File: config.mk
export PLATFORM = sky130hd
export DESIGN_NAME = oldest_request_panel
export DESIGN_NICKNAME = d
export VERILOG_FILES = /design/src/design/orp_pkg.sv /design/src/design/orp_age_matrix.sv /design/src/design/oldest_request_panel.sv
export SDC_FILE = /design/constraint.sdc
export NUM_CORES = 1
export LEC_CHECK = 0
export BUFFER_PORTS_ARGS = -buffer_cell sky130_fd_sc_hd__buf_2
export CORE_MARGIN = 4
export CORE_UTILIZATION = 60
export CTS_CLUSTER_DIAMETER = 40
export DETAILED_ROUTE_END_ITERATION = 8
export PLACE_DENSITY = 0.74
export SYNTH_ARGS = -nofsm -noshare
export SYNTH_HDL_FRONTEND = slang
export SYNTH_SLANG_ARGS = --single-unit
File: constraint.sdc
create_clock -name clk -period 7.9 [get_ports clk]
set_clock_uncertainty 0.15 [all_clocks]
set_input_delay 0.395 -clock clk [delete_from_list [all_inputs] [get_ports clk]]
set_output_delay 0.395 -clock clk [all_outputs]
set_load 0.005 [all_outputs]
File: src/design/orp_pkg.sv
// Shared types and codes for the oldest-request panel.
// No dependencies; imported by every module of the block.
package orp_pkg;

  localparam int CFG_W = 5;
  localparam int OP_W  = 2;
  localparam int BTN_W = 4;
  localparam int OLD_W = 4;

  localparam logic [OP_W-1:0] OP_PRESS = 2'd0;
  localparam logic [OP_W-1:0] OP_CLEAR = 2'd1;

  typedef struct packed {
    logic [OP_W-1:0]  opcode;
    logic [BTN_W-1:0] button;
  } in_word_t;

  typedef struct packed {
    logic [OLD_W-1:0] oldest_lit;
    logic             any_lit;
    logic             button_lit;
  } out_word_t;

endpackage

File: src/design/orp_age_matrix.sv
// Lit flags, age matrix, their update and the oldest-lit search.
// Depends on orp_pkg.
module orp_age_matrix import orp_pkg::*; #(
  parameter int BUTTONS = 16
) (
  input  logic             clk,
  input  logic             rst,
  input  logic             step,
  input  in_word_t         item,
  input  logic [CFG_W-1:0] count,
  output out_word_t        result
);

  localparam int CNT_W = $clog2(BUTTONS + 1);
  localparam int NW    = (CNT_W > CFG_W) ? CNT_W : CFG_W;

  logic [BUTTONS-1:0] lit;
  logic [BUTTONS-1:0] lit_next;
  // pressed_before[j][i] set: button j was pressed before button i
  logic [BUTTONS-1:0] pressed_before      [BUTTONS];
  logic [BUTTONS-1:0] pressed_before_next [BUTTONS];

  logic [NW-1:0]      n_raw;
  logic [NW-1:0]      n;
  logic               in_range;
  logic               do_press;
  logic               do_clear;
  logic [BUTTONS-1:0] sel;
  logic [BUTTONS-1:0] present;
  logic [BUTTONS-1:0] lit_p;
  logic [BUTTONS-1:0] older;
  logic [BUTTONS-1:0] cand;
  logic [OLD_W-1:0]   oldest;

  assign n_raw    = NW'(count);
  assign n        = (n_raw > NW'(BUTTONS)) ? NW'(BUTTONS) : n_raw;
  assign in_range = NW'(item.button) < n;
  assign do_press = in_range && (item.opcode == OP_PRESS);
  assign do_clear = in_range && (item.opcode == OP_CLEAR);

  always_comb begin
    for (int j = 0; j < BUTTONS; j++) begin
      sel[j]     = in_range && (NW'(j) == NW'(item.button));
      present[j] = NW'(j) < n;
    end
  end

  always_comb begin
    if (do_press) begin
      lit_next = lit | sel;
    end else if (do_clear) begin
      lit_next = lit & ~sel;
    end else begin
      lit_next = lit;
    end
  end

  // a press makes the button newest: clear its row, set its column elsewhere
  always_comb begin
    for (int j = 0; j < BUTTONS; j++) begin
      if (do_press && sel[j]) begin
        pressed_before_next[j] = '0;
      end else if (do_press) begin
        pressed_before_next[j] = pressed_before[j] | sel;
      end else begin
        pressed_before_next[j] = pressed_before[j];
      end
    end
  end

  assign lit_p = lit_next & present;

  always_comb begin
    for (int i = 0; i < BUTTONS; i++) begin
      older[i] = 1'b0;
      for (int j = 0; j < BUTTONS; j++) begin
        older[i] = older[i] | (lit_p[j] & pressed_before_next[j][i]);
      end
    end
  end

  assign cand = lit_p & ~older;

  // lowest index wins
  always_comb begin
    oldest = '0;
    for (int i = BUTTONS - 1; i >= 0; i--) begin
      if (cand[i]) begin
        oldest = OLD_W'(i);
      end
    end
  end

  assign result.oldest_lit = oldest;
  assign result.any_lit    = |lit_p;
  assign result.button_lit = |(lit_p & sel);

  always_ff @(posedge clk) begin
    if (rst) begin
      lit <= '0;
      for (int j = 0; j < BUTTONS; j++) begin
        pressed_before[j] <= '0;
      end
    end else if (step) begin
      lit <= lit_next;
      for (int j = 0; j < BUTTONS; j++) begin
        pressed_before[j] <= pressed_before_next[j];
      end
    end
  end

endmodule

File: src/design/oldest_request_panel.sv
// Oldest-request panel: a bank of call buttons acted on by index (press,
// clear or query) that reports the lit button pressed longest ago, whether
// any button is lit and whether the addressed button is lit. A word is taken
// into an input register; when the result register can take a result, the
// age-matrix update and the oldest-lit search run as one pass of logic into
// the result register. One word is taken every cycle while the result side
// keeps up. Write buttons_in_use only while the block is idle; buttons at or
// beyond that count are ignored.
// Depends on orp_pkg and orp_age_matrix.
module oldest_request_panel import orp_pkg::*; #(
  parameter int BUTTONS = 16
) (
  input  logic             clk,
  input  logic             rst,
  input  logic             in_valid,
  output logic             in_ready,
  input  in_word_t         in_data,
  output logic             out_valid,
  input  logic             out_ready,
  output out_word_t        out_data,
  input  logic             cfg_wen,
  input  logic [CFG_W-1:0] cfg_wdata
);

  logic             hold_valid;
  in_word_t         hold_data;
  logic [CFG_W-1:0] buttons_in_use;
  logic             advance;
  out_word_t        result;

  assign advance  = hold_valid && (!out_valid || out_ready);
  assign in_ready = !hold_valid || advance;

  orp_age_matrix #(
    .BUTTONS (BUTTONS)
  ) u_matrix (
    .clk    (clk),
    .rst    (rst),
    .step   (advance),
    .item   (hold_data),
    .count  (buttons_in_use),
    .result (result)
  );

  always_ff @(posedge clk) begin
    if (rst) begin
      hold_valid     <= 1'b0;
      out_valid      <= 1'b0;
      buttons_in_use <= '0;
    end else begin
      if (in_ready) begin
        hold_valid <= in_valid;
      end
      if (advance) begin
        out_valid <= 1'b1;
      end else if (out_ready) begin
        out_valid <= 1'b0;
      end
      if (cfg_wen) begin
        buttons_in_use <= cfg_wdata;
      end
    end
  end

  always_ff @(posedge clk) begin
    if (in_valid && in_ready) begin
      hold_data <= in_data;
    end
    if (advance) begin
      out_data <= result;
    end
  end

endmodule

**Word level (Yosys, flattened, before mapping)**

Memory sizes are Yosys's and may differ from the RTL's.
Cells that the tools add are included.

- Register bits: 35
- RAM bits: 256
- Bits of input ports: 16
- Output and inout port bits: 8
- Logic and storage cells: 703
- Memories: 1

- $lt $le $gt $ge: 18
- Equal/unequal tests: 16
- Muxes and demuxes: 73
- Bitwise logic cells: 535
- Reduce and logical (&&, ||, !) cells: 48

Memories:

| memory | depth | bits a word | rd ports | clocked after memory_dff | wr ports | line | RTL |
|---|---|---|---|---|---|---|---|
| u_matrix.pressed_before | 16 | 16 | 16 | 0 | 16 | orp_age_matrix.sv:20 | `logic [BUTTONS-1:0] pressed_before [BUTTONS];` |

Operator list:

| cell | count |
|---|---|
| two-way mux 16 bit | 50 |
| OR 16 bit | 17 |
| bitwise AND 1 bit | 256 |
| OR 1 bit | 256 |
| bitwise AND 16 bit | 4 |
| < comparator 4 x 5 -> 1 bit, first input constant | 8 |
| logical AND 1 bit | 36 |
| equality test 4 bit, first input constant | 8 |
| two-way mux 4 bit | 8 |
| NOT 16 bit | 2 |
| OR reduction 16 bit | 2 |
| < comparator 3 x 5 -> 1 bit, first input constant | 4 |
| equality test 3 x 4 -> 1 bit, first input constant | 4 |
| two-way mux 3 bit | 4 |
| < comparator 1 x 5 -> 1 bit, first input constant | 2 |
| < comparator 2 x 5 -> 1 bit, first input constant | 2 |
| equality test 2 x 4 -> 1 bit, first input constant | 2 |
| two-way mux 1 bit | 8 |
| OR reduction 8 bit | 1 |
| greater-than comparator 5 bit, second input constant | 1 |
| < comparator 4 x 5 -> 1 bit | 1 |
| two-way mux 5 bit | 1 |
| equality test 1 x 4 -> 1 bit, first input constant | 1 |
| zero test 4 bit | 1 |
| other kinds (8) | 11 |

**Longest topological paths before layout**

Gate-level depths: netlist of run 1.

- Depth after elaboration: 42
- Depth in mapped cells: 18
- Mapped depth without buffers: 11

**Cells and area by module**

A second synthesis of run 1 with hierarchy kept.

- Cells, all modules: 1,445
- Area total of the unflattened synthesis: 14,461.4 um^2

By module, submodules not included:

| module | instances | cells each | area each (um^2) | sequential area each (um^2) |
|---|---|---|---|---|
| orp_age_matrix | 1 | 1,407 | 13,824.5 | 8,007.7 |
| oldest_request_panel | 1 | 38 | 636.9 | 500.5 |

**Least setup slack after synthesis of run 1**

Ideal clock, no wire load.

- Path kind: reg-to-reg
- From: register out_valid
- To: register u_matrix.lit[11]
- Setup time: 0.125 ns
- Arrival time: 4.637 ns
- Setup slack: 2.988 ns
- Stages on the path, launching flop included: 8
- Path buffers: 1
- Path through: dfxtp_1 nor2b_1 nor2b_1 clkbuf_1 or2_2 o21ai_0 nand2_1 o21ai_0

- Word-level cells in the longest chain between the ends: 3

RTL lines:

| what | line | RTL |
|---|---|---|
| start: declaration | oldest_request_panel.sv:18 | `output logic out_valid,` |
| start signal: assignment | oldest_request_panel.sv:48 | `out_valid <= 1'b0;` |
| start signal: assignment | oldest_request_panel.sv:55 | `out_valid <= 1'b1;` |
| start signal: assignment | oldest_request_panel.sv:57 | `out_valid <= 1'b0;` |
| zero test 1 bit | oldest_request_panel.sv:31 | `assign advance = hold_valid && (!out_valid \|\| out_ready);` |
| logical OR 1 bit | oldest_request_panel.sv:31 |  |
| logical AND 1 bit | oldest_request_panel.sv:31 |  |
| end signal: assignment | orp_age_matrix.sv:105 | `lit <= lit_next;` |
| end: declaration | orp_age_matrix.sv:17 | `logic [BUTTONS-1:0] lit;` |

Every way passes these cells.
A chain may end at the register's enable or synchronous reset.

**Worst setup path after layout of run 1**

- From: register buttons_in_use[4]
- To: register out_data[5] in the netlist's numbering (data pin)

- Word-level cells in the longest chain between the ends: 35
- Elaborated cells on any way between the ends: 614

RTL lines:

| what | line | RTL |
|---|---|---|
| start: declaration | oldest_request_panel.sv:27 | `logic [CFG_W-1:0] buttons_in_use;` |
| start signal: assignment | oldest_request_panel.sv:60 | `buttons_in_use <= cfg_wdata;` |
| greater-than comparator 5 bit | orp_age_matrix.sv:36 | `assign n = (n_raw > NW'(BUTTONS)) ? NW'(BUTTONS) : n_raw;` |
| two-way mux 5 bit * | orp_age_matrix.sv:36 |  |
| < comparator 4 x 5 -> 1 bit | orp_age_matrix.sv:37 | `assign in_range = NW'(item.button) < n;` |
| logical AND 1 bit | orp_age_matrix.sv:43 | `sel[j] = in_range && (NW'(j) == NW'(item.button));` |
| NOT 16 bit | orp_age_matrix.sv:52 | `lit_next = lit & ~sel;` |
| bitwise AND 16 bit | orp_age_matrix.sv:52 |  |
| two-way mux 16 bit | orp_age_matrix.sv:51 | `end else if (do_clear) begin` |
| two-way mux 16 bit | orp_age_matrix.sv:49 | `if (do_press) begin` |
| bitwise AND 16 bit | orp_age_matrix.sv:71 | `assign lit_p = lit_next & present;` |
| bitwise AND 1 bit | orp_age_matrix.sv:77 | `older[i] = older[i] \| (lit_p[j] & pressed_before_next[j][i]);` |
| OR 1 bit (15 in a row) | orp_age_matrix.sv:77 |  |
| NOT 16 bit | orp_age_matrix.sv:82 | `assign cand = lit_p & ~older;` |
| bitwise AND 16 bit * | orp_age_matrix.sv:82 |  |
| two-way mux 4 bit (8 in a row) | orp_age_matrix.sv:88 | `if (cand[i]) begin` |
| end signal: assignment | oldest_request_panel.sv:70 | `out_data <= result;` |
| end: declaration | oldest_request_panel.sv:20 | `output out_word_t out_data,` |

Every way passes the cells marked *; elsewhere a longest branch is shown, timed or not.

==> run_results.csv, run 1 <==
group,metric,value,unit
drt,ant_nets,0,
logic_synthesis,ys_seq_elements,291,
critical_path,path_max_fanout,47,
logic_synthesis,synthCells,1352,
drt,wire_per_inst,32.33,um
grt,overflow,0,
logic_synthesis,synth.area.top_cells,"edfxtp_1 52%, o21a_1 10%, dfxtp_1 3.0%",
logic_synthesis,synth_nets,1371,
drt,drtIter0Drc,2557,
cells_and_area,areaGrowthSynthToFinish,13.54,%
drt,routed-wl-met3,7640,um
critical_path,cp.arrival,6.03,ns
grt,track_usage,38.67,%
sta,period_share,73.84,%
logic_synthesis,synth_area,15480,um^2
clock_network,cts_num_sinks,291,
cells_and_area,postLayoutCoreUtil,69.60,%
grt,antenna_found_initial,3,
sta,period_needed,5.833,ns
cells_and_area,fillCellCount,1827,
sta,max_slew_margin,22.93,%
sta,clock.fmax,0.1714,GHz
drt,routedLengthMet1,21130,um
critical_path,crit_top_cell,"nor4_1",
floorplan,ios,24,
clock_network,clk_pin_slew,0.05,ns
power_and_ir_drop,ir_worst_vdd,0.2484,mV
placement,dp_hpwl,35790,um
drt,wl,55940,um
logic_synthesis,seq_area_frac_synth,54.96,%
critical_path,crit_type,"reg2reg",
grt,grt_pass1_vias,12507,
critical_path,crit_path_start_kind,"flop",
clock_network,cts-root-buf,"clkbuf_16",
logic_synthesis,synth_top_cell_area_share,51.98,%
sta,slew_violations,0,
clock_network,clkLatencyLatePin,0.54,ns
logic_synthesis,ys_warn_count,0,
logic_synthesis,synth_top_area_cell,"edfxtp_1",
clock_network,post_cts_buffers,0,
placement,gp_congestion,1.036,
drt,drc,0,
clock_network,cts_tree,"yes",
grt,grt_pass1_wl,82670,um
cells_and_area,regArea,8508,um^2
placement,port_buffers,23,
drt,wl_met2,23720,um
hold_path,hold_class,"in2reg",
drt,vias_per_cell,7.721,
floorplan,die_h,168.6,um
cells_and_area,multi_input_area,6472,um^2
critical_path,path_cells,"nand2b_1, ha_1, a21oi_2, a21o_2, a31oi_2, buf_4, nor4_1, a41oi_1, nor4_1, o21ba_2, and4_4, nor4bb_2",
cells_and_area,nNetsFinal,1385,
sta,setup_viol,0,
logic_synthesis,ys_types,86,
floorplan,die_width,168.6,um
floorplan,rows,58,
drt,top_layer,"met5",
power_and_ir_drop,pwr_density_cell,227.1,nW/um^2
logic_synthesis,postSynthAreaPerCell,11.45,um^2
clock_network,clockBufferDepth,3,
critical_path,crit_path_max_incr_delay,0.97,ns
sta,tns,0,ns
cells_and_area,final_layout_size_suffix_gt1_share,15.10,%
critical_path,cp_slowest_cell,"dfxtp_1",
floorplan,start_util,61.30,%
drt,first_pass_iters,9,
run_status,status,"complete, no violations",
drt,vias,13358,
sta,hold_viol,0,
grt,grt_max_degree,105,
floorplan,die-area,28440,um^2
logic_synthesis,ys.flop_type,"edfxtp_1",
critical_path,cp.required,8.09,ns
critical_path,cp-end-kind,"flop",
sta,worst_slew_pin_slew,1.127,ns
power_and_ir_drop,power,0.003992,W
power_and_ir_drop,leakage,6.055,nW
clock_network,cts_buffers,41,
sta,rsz0062_at_grt,"false",
floorplan,core,25250,um^2
logic_synthesis,async_flop_share,0,%
logic_synthesis,synth_edf_count,268,
job,max-cap-violations,0,
clock_network,htreeDepth,2,
-- layout by cell type, fill, tap and decap left out, types with 12 or more instances in the layout --
cell type / n
edfxtp_1: 268
nand2b_1: 14
a21oi_1: 21
buf_2: 23
a211oi_1: 28
nand4_1: 30
and2_1: 13
dlygate4sd3_1: 12
nand3_1: 21
buf_4: 54
a22oi_1: 50
a31oi_1: 21
inv_1: 37
nor2_1: 65
nand2_1: 47
a222oi_1: 25
o2111ai_1: 12
o21a_1: 214
nor3_1: 29
o21ai_0: 42
clkbuf_16: 42
and3_1: 20
dfxtp_1: 23
nor4_1: 17
-- per-layer routing --
layer | GRT usage [%] | vias to the layer above
met3 | 9.925 | 240
met1 | 53.89 | 6430
met5 | 0 | -
li1 | - | 5520
met4 | 18.84 | 2
met2 | 56.87 | 1166
-- through the flow --
stage / setup slack, ns / hold WS, ns / cell area, um^2 / std cells
2_1_floorplan: 2.988 / 0.2871 / 15480 / 1352
3_3_place_gp: 2.364 / 0.3265 / 16090 / 1641
3_5_place_dp: 2.251 / 0.3267 / 16090 / 1641
4_1_cts: 2.206 / 0.03453 / 17570 / 1727
5_1_grt: 1.802 / 0.07958 / 17570 / 1727
6_report: 2.067 / 0.03825 / 17580 / 1730
-- cell type report --
class,instances,share of cell area [%]
Timing Repair Buffer,91,3.872
Tap cell,330,2.349
Inverter,37,0.7901
Antenna cell,3,0.04271
Sequential cell,291,48.41
Multi-Input combinational cell,904,36.82
Clock buffer,47,6.086
Clock inverter,27,1.630
-- what timing repair did --
| action | CTS | global route |
|---|---|---|
| gates resized for setup | 0 | 0 |
| hold endpoints to repair | 12 | 0 |
| hold buffers | 12 | 0 |
-- registers in the layout, summed over array words and instances, names as in the netlist --
name,count
out_valid,1
hold_data,6
out_data,6
buttons_in_use,5
u_matrix.pressed_before,256
u_matrix.lit,16
hold_valid,1
-- logic make-up after synthesis --
logic type,share of synthesized area (%)
mux,0.3233
buf+inv,4.275
flops,54.96
fa+ha+maj,0.2425
simple gates,12.56
compound gates,27.64
-- power breakdown --
| part | switching [W] | internal (W) | total (W) |
|---|---|---|---|
| Sequential | 0.0000763 | 0.00180 | 0.00188 |
| Clock | 0.000731 | 0.00109 | 0.00182 |
| Combinational | 0.000204 | 0.0000889 | 0.000293 |
-- synthesized netlist by cell type (all sizes together), types with 30 or more instances --
library cell,count
a21oi,31
a211oi,31
nand4,30
inv,37
nor2,68
edfxtp,268
clkbuf,76
o21ai,43
a22oi,50
nand2,47
buf,44
nor3,34
o21a,214
-- critical path: cells and delay by family, from the launching register on --
kind	cells	cell delay, ns
AND/OR/NAND/NOR	5	1.89
flip-flops	1	0.97
adder cells (fa/ha/maj)	1	0.28
AO/OA/AOI/OAI	5	1.97
buffers and inverters	1	0.33
-- path summary, 6_finish.rpt --
path / depth (start not counted) / startpoint / slack [ns] / end
worst max register to register: 12 / buttons_in_use[4] / 2.07 / out_data[5]
worst min register to register: 2 / u_matrix.lit[8] / 0.34 / u_matrix.lit[8]
worst min-delay path: 4 / out_ready / 0.04 / out_valid
worst max-delay path: 12 / buttons_in_use[4] / 2.07 / out_data[5]
Power figures use the tool's default switching activity.
==> run 2: changes to the inputs <==
Settings changed: ABC_AREA set to 1, PLACE_DENSITY 0.74 to 0.75.
Clock period 7.9 ns to 6.1 ns, I/O delays scaled along.
==> run_results.csv, run 2 <==
group,metric,value,unit
run_status,status,"complete, no violations",
logic_synthesis,ys.flop_type,"edfxtp_1",
grt,overflow,0,
sta,tns,0,ns
clock_network,clk_pin_slew,0.05,ns
drt,wl,46310,um
critical_path,cp.arrival,5.10,ns
power_and_ir_drop,switchingPower,0.001245,W
cells_and_area,final_cell_area,16660,um^2
sta,period_needed,4.860,ns
critical_path,crit-reg2reg-launch,"buttons_in_use[4]",
logic_synthesis,ys_warn_count,0,
cells_and_area,mostFrequentLayoutCells,"410 x nor2_1, 268 x edfxtp_1, 240 x nand2_1, 169 x o21ai_0, 135 x inv_1",
floorplan,core,24390,um^2
power_and_ir_drop,power.share.clock,47.3,%
sta,max_slew_margin,27.45,%
logic_synthesis,synth_edf_count,268,
floorplan,die-area,27430,um^2
hold_path,hold_class,"in2reg",
cells_and_area,reg.largest.list,"u_matrix.pressed_before x256, u_matrix.lit x16",
grt,antenna_found_initial,2,
sta,slew_violations,0,
sta,clock.fmax,0.2058,GHz
logic_synthesis,synth_top_cell_area_share,54.00,%
sta,rsz0062_at_grt,"false",
clock_network,cts-root-buf,"clkbuf_16",
logic_synthesis,synth_nets,1684,
critical_path,crit_top_cell,"nand2_1",
power_and_ir_drop,ir_worst_vdd,0.2895,mV
critical_path,cp_slowest_cell,"dfxtp_1",
cells_and_area,nNetsFinal,1687,
floorplan,rows,57,
sta,period_share,79.67,%
cells_and_area,multi_input_area,5344,um^2
grt,track_usage,32.56,%
cells_and_area,regArea,8508,um^2
grt,grt_pass1_wl,70120,um
drt,drc,0,
job,max-cap-violations,0,
critical_path,crit_path_start_kind,"flop",
placement,port_buffers,23,
power_and_ir_drop,p_int,0.003980,W
critical_path,crit_path_max_incr_delay,0.60,ns
placement,dp_hpwl,27230,um
drt,vias,12788,
cells_and_area,fillCellCount,1995,
clock_network,clockBufferDepth,3,
cells_and_area,largest_register_ffs,256,
cells_and_area,areaGrowthSynthToFinish,11.79,%
floorplan,die_width,165.6,um
cells_and_area,final_layout_size_suffix_gt1_share,9.653,%
sta,hold_viol,0,
logic_synthesis,async_flop_share,0,%
floorplan,start_util,61.11,%
critical_path,crit_start,"buttons_in_use[4]",
cells_and_area,diodes,0,
power_and_ir_drop,swShare,23.84,%
logic_synthesis,synthCells,1665,
clock_network,post_cts_buffers,0,
hold_path,hold_path_startpoint,"cfg_wen",
clock_network,cts_tree,"yes",
sta,worst_slew_pin_slew,1.088,ns
critical_path,cp-end-kind,"flop",
clock_network,htreeDepth,2,
floorplan,die_h,165.6,um
logic_synthesis,seq_area_frac_synth,57.09,%
cells_and_area,top_register,"u_matrix.pressed_before",
placement,place_area,15070,um^2
drt,vias_per_cell,6.321,
floorplan,ios,24,
critical_path,path_max_fanout,23,
clock_network,cts_num_sinks,291,
clock_network,cts_buffers,41,
logic_synthesis,synth_top_cells_by_count,"410 x nor2_1, 268 x edfxtp_1, 242 x nand2_1, 169 x o21ai_0, 135 x inv_1",
power_and_ir_drop,combPwrFrac,7.3,%
drt,drtIter0Drc,1886,
sta,setup_viol,0,
logic_synthesis,ys_types,49,
logic_synthesis,postSynthAreaPerCell,8.952,um^2
logic_synthesis,synth_area,14900,um^2
clock_network,clkLatencyLatePin,0.53,ns
cells_and_area,final_common_cell,"nor2_1",
critical_path,crit_type,"reg2reg",
grt,grt_pass1_vias,12046,
drt,ant_nets,0,
drt,wire_per_inst,22.89,um
logic_synthesis,synth_top_area_cell,"edfxtp_1",
power_and_ir_drop,leakage,6.841,nW
logic_synthesis,synth.most_common_cell,"nor2_1",
logic_synthesis,ys_seq_elements,291,
grt,grt_max_degree,136,
placement,gp_congestion,0.9847,
critical_path,cp.required,6.34,ns
drt,first_pass_iters,6,
power_and_ir_drop,pwr_density_cell,313.6,nW/um^2
logic_synthesis,synth.area.top_cells,"edfxtp_1 54%, nor2_1 10%, nand2_1 6.1%",
power_and_ir_drop,power_frac_seq,45.4,%
-- run 2: cell families after synthesis --
group,count (synthesis),synth area share [%]
AO/OA/AOI/OAI,325,12.42
adder cells (fa/ha/maj),3,0.2519
buffers and inverters,243,7.220
flip-flops,291,57.09
AND/OR/NAND/NOR,803,23.02
-- run 2: per-layer routing --
layer	wire [um]	GRT usage, %	vias to the layer above	share of wire (%)
li1	-	-	5717	-
met5	0	0	-	0
met1	17610	45.41	5957	38
met3	5769	7.197	168	12
met2	20930	49.88	946	45
met4	1993	13.70	0	4.3
-- run 2: final cells by class --
cell class	instances	share of cell area [%]
Timing Repair Buffer	54	2.508
Clock buffer	42	6.181
Clock inverter	32	2.321
Sequential cell	291	51.07
Tap cell	324	2.433
Inverter	149	3.417
Multi-Input combinational cell	1131	32.07
-- run 2: worst max-delay path, delay by kind of cell, from the launching register on --
kind                     cells  cell delay, ns
buffers and inverters        3            0.68
adder cells (fa/ha/maj)      1            0.24
AND/OR/NAND/NOR             25            2.92
AO/OA/AOI/OAI                1            0.10
flip-flops                   1            0.60
-- run 2: worst paths after layout --
check	to	slack (ns)	cells after the start
worst min register to register	u_matrix.lit[5]	0.32	2
worst max register to register	out_data[2]	1.24	30
worst max-delay path	out_data[2]	1.24	30
worst min-delay path	buttons_in_use[0]	0.02	3
-- run 2: stage by stage --
step	cells	hold WS, ns	setup slack, ns	power (W)	utilization [%]
floorplan	1665	0.2539	1.793	0.002682	-
global placement	1932	0.3024	1.388	0.002760	61.80
detailed placement	1932	0.3055	1.382	0.002770	61.80
CTS	2023	0.0005406	1.361	0.005223	68.31
global route	2023	0.05173	0.8749	0.005371	68.31
finish	2023	0.02325	1.240	0.005225	68.31
-- run 2: power groups by stage --
stage                     clock [W]  combinational [W]  sequential, W
after floorplan                   0           0.000271        0.00241
after global placement            0           0.000354        0.00241
after detailed placement          0           0.000360        0.00241
after CTS                   0.00248           0.000373        0.00237
after global routing        0.00257           0.000420        0.00238
final                       0.00247           0.000380        0.00237
-- run 2: repair_timing --
item	CTS	global route
hold buffers	17	0
resized for setup	0	0
endpoints found under the hold margin	13	0
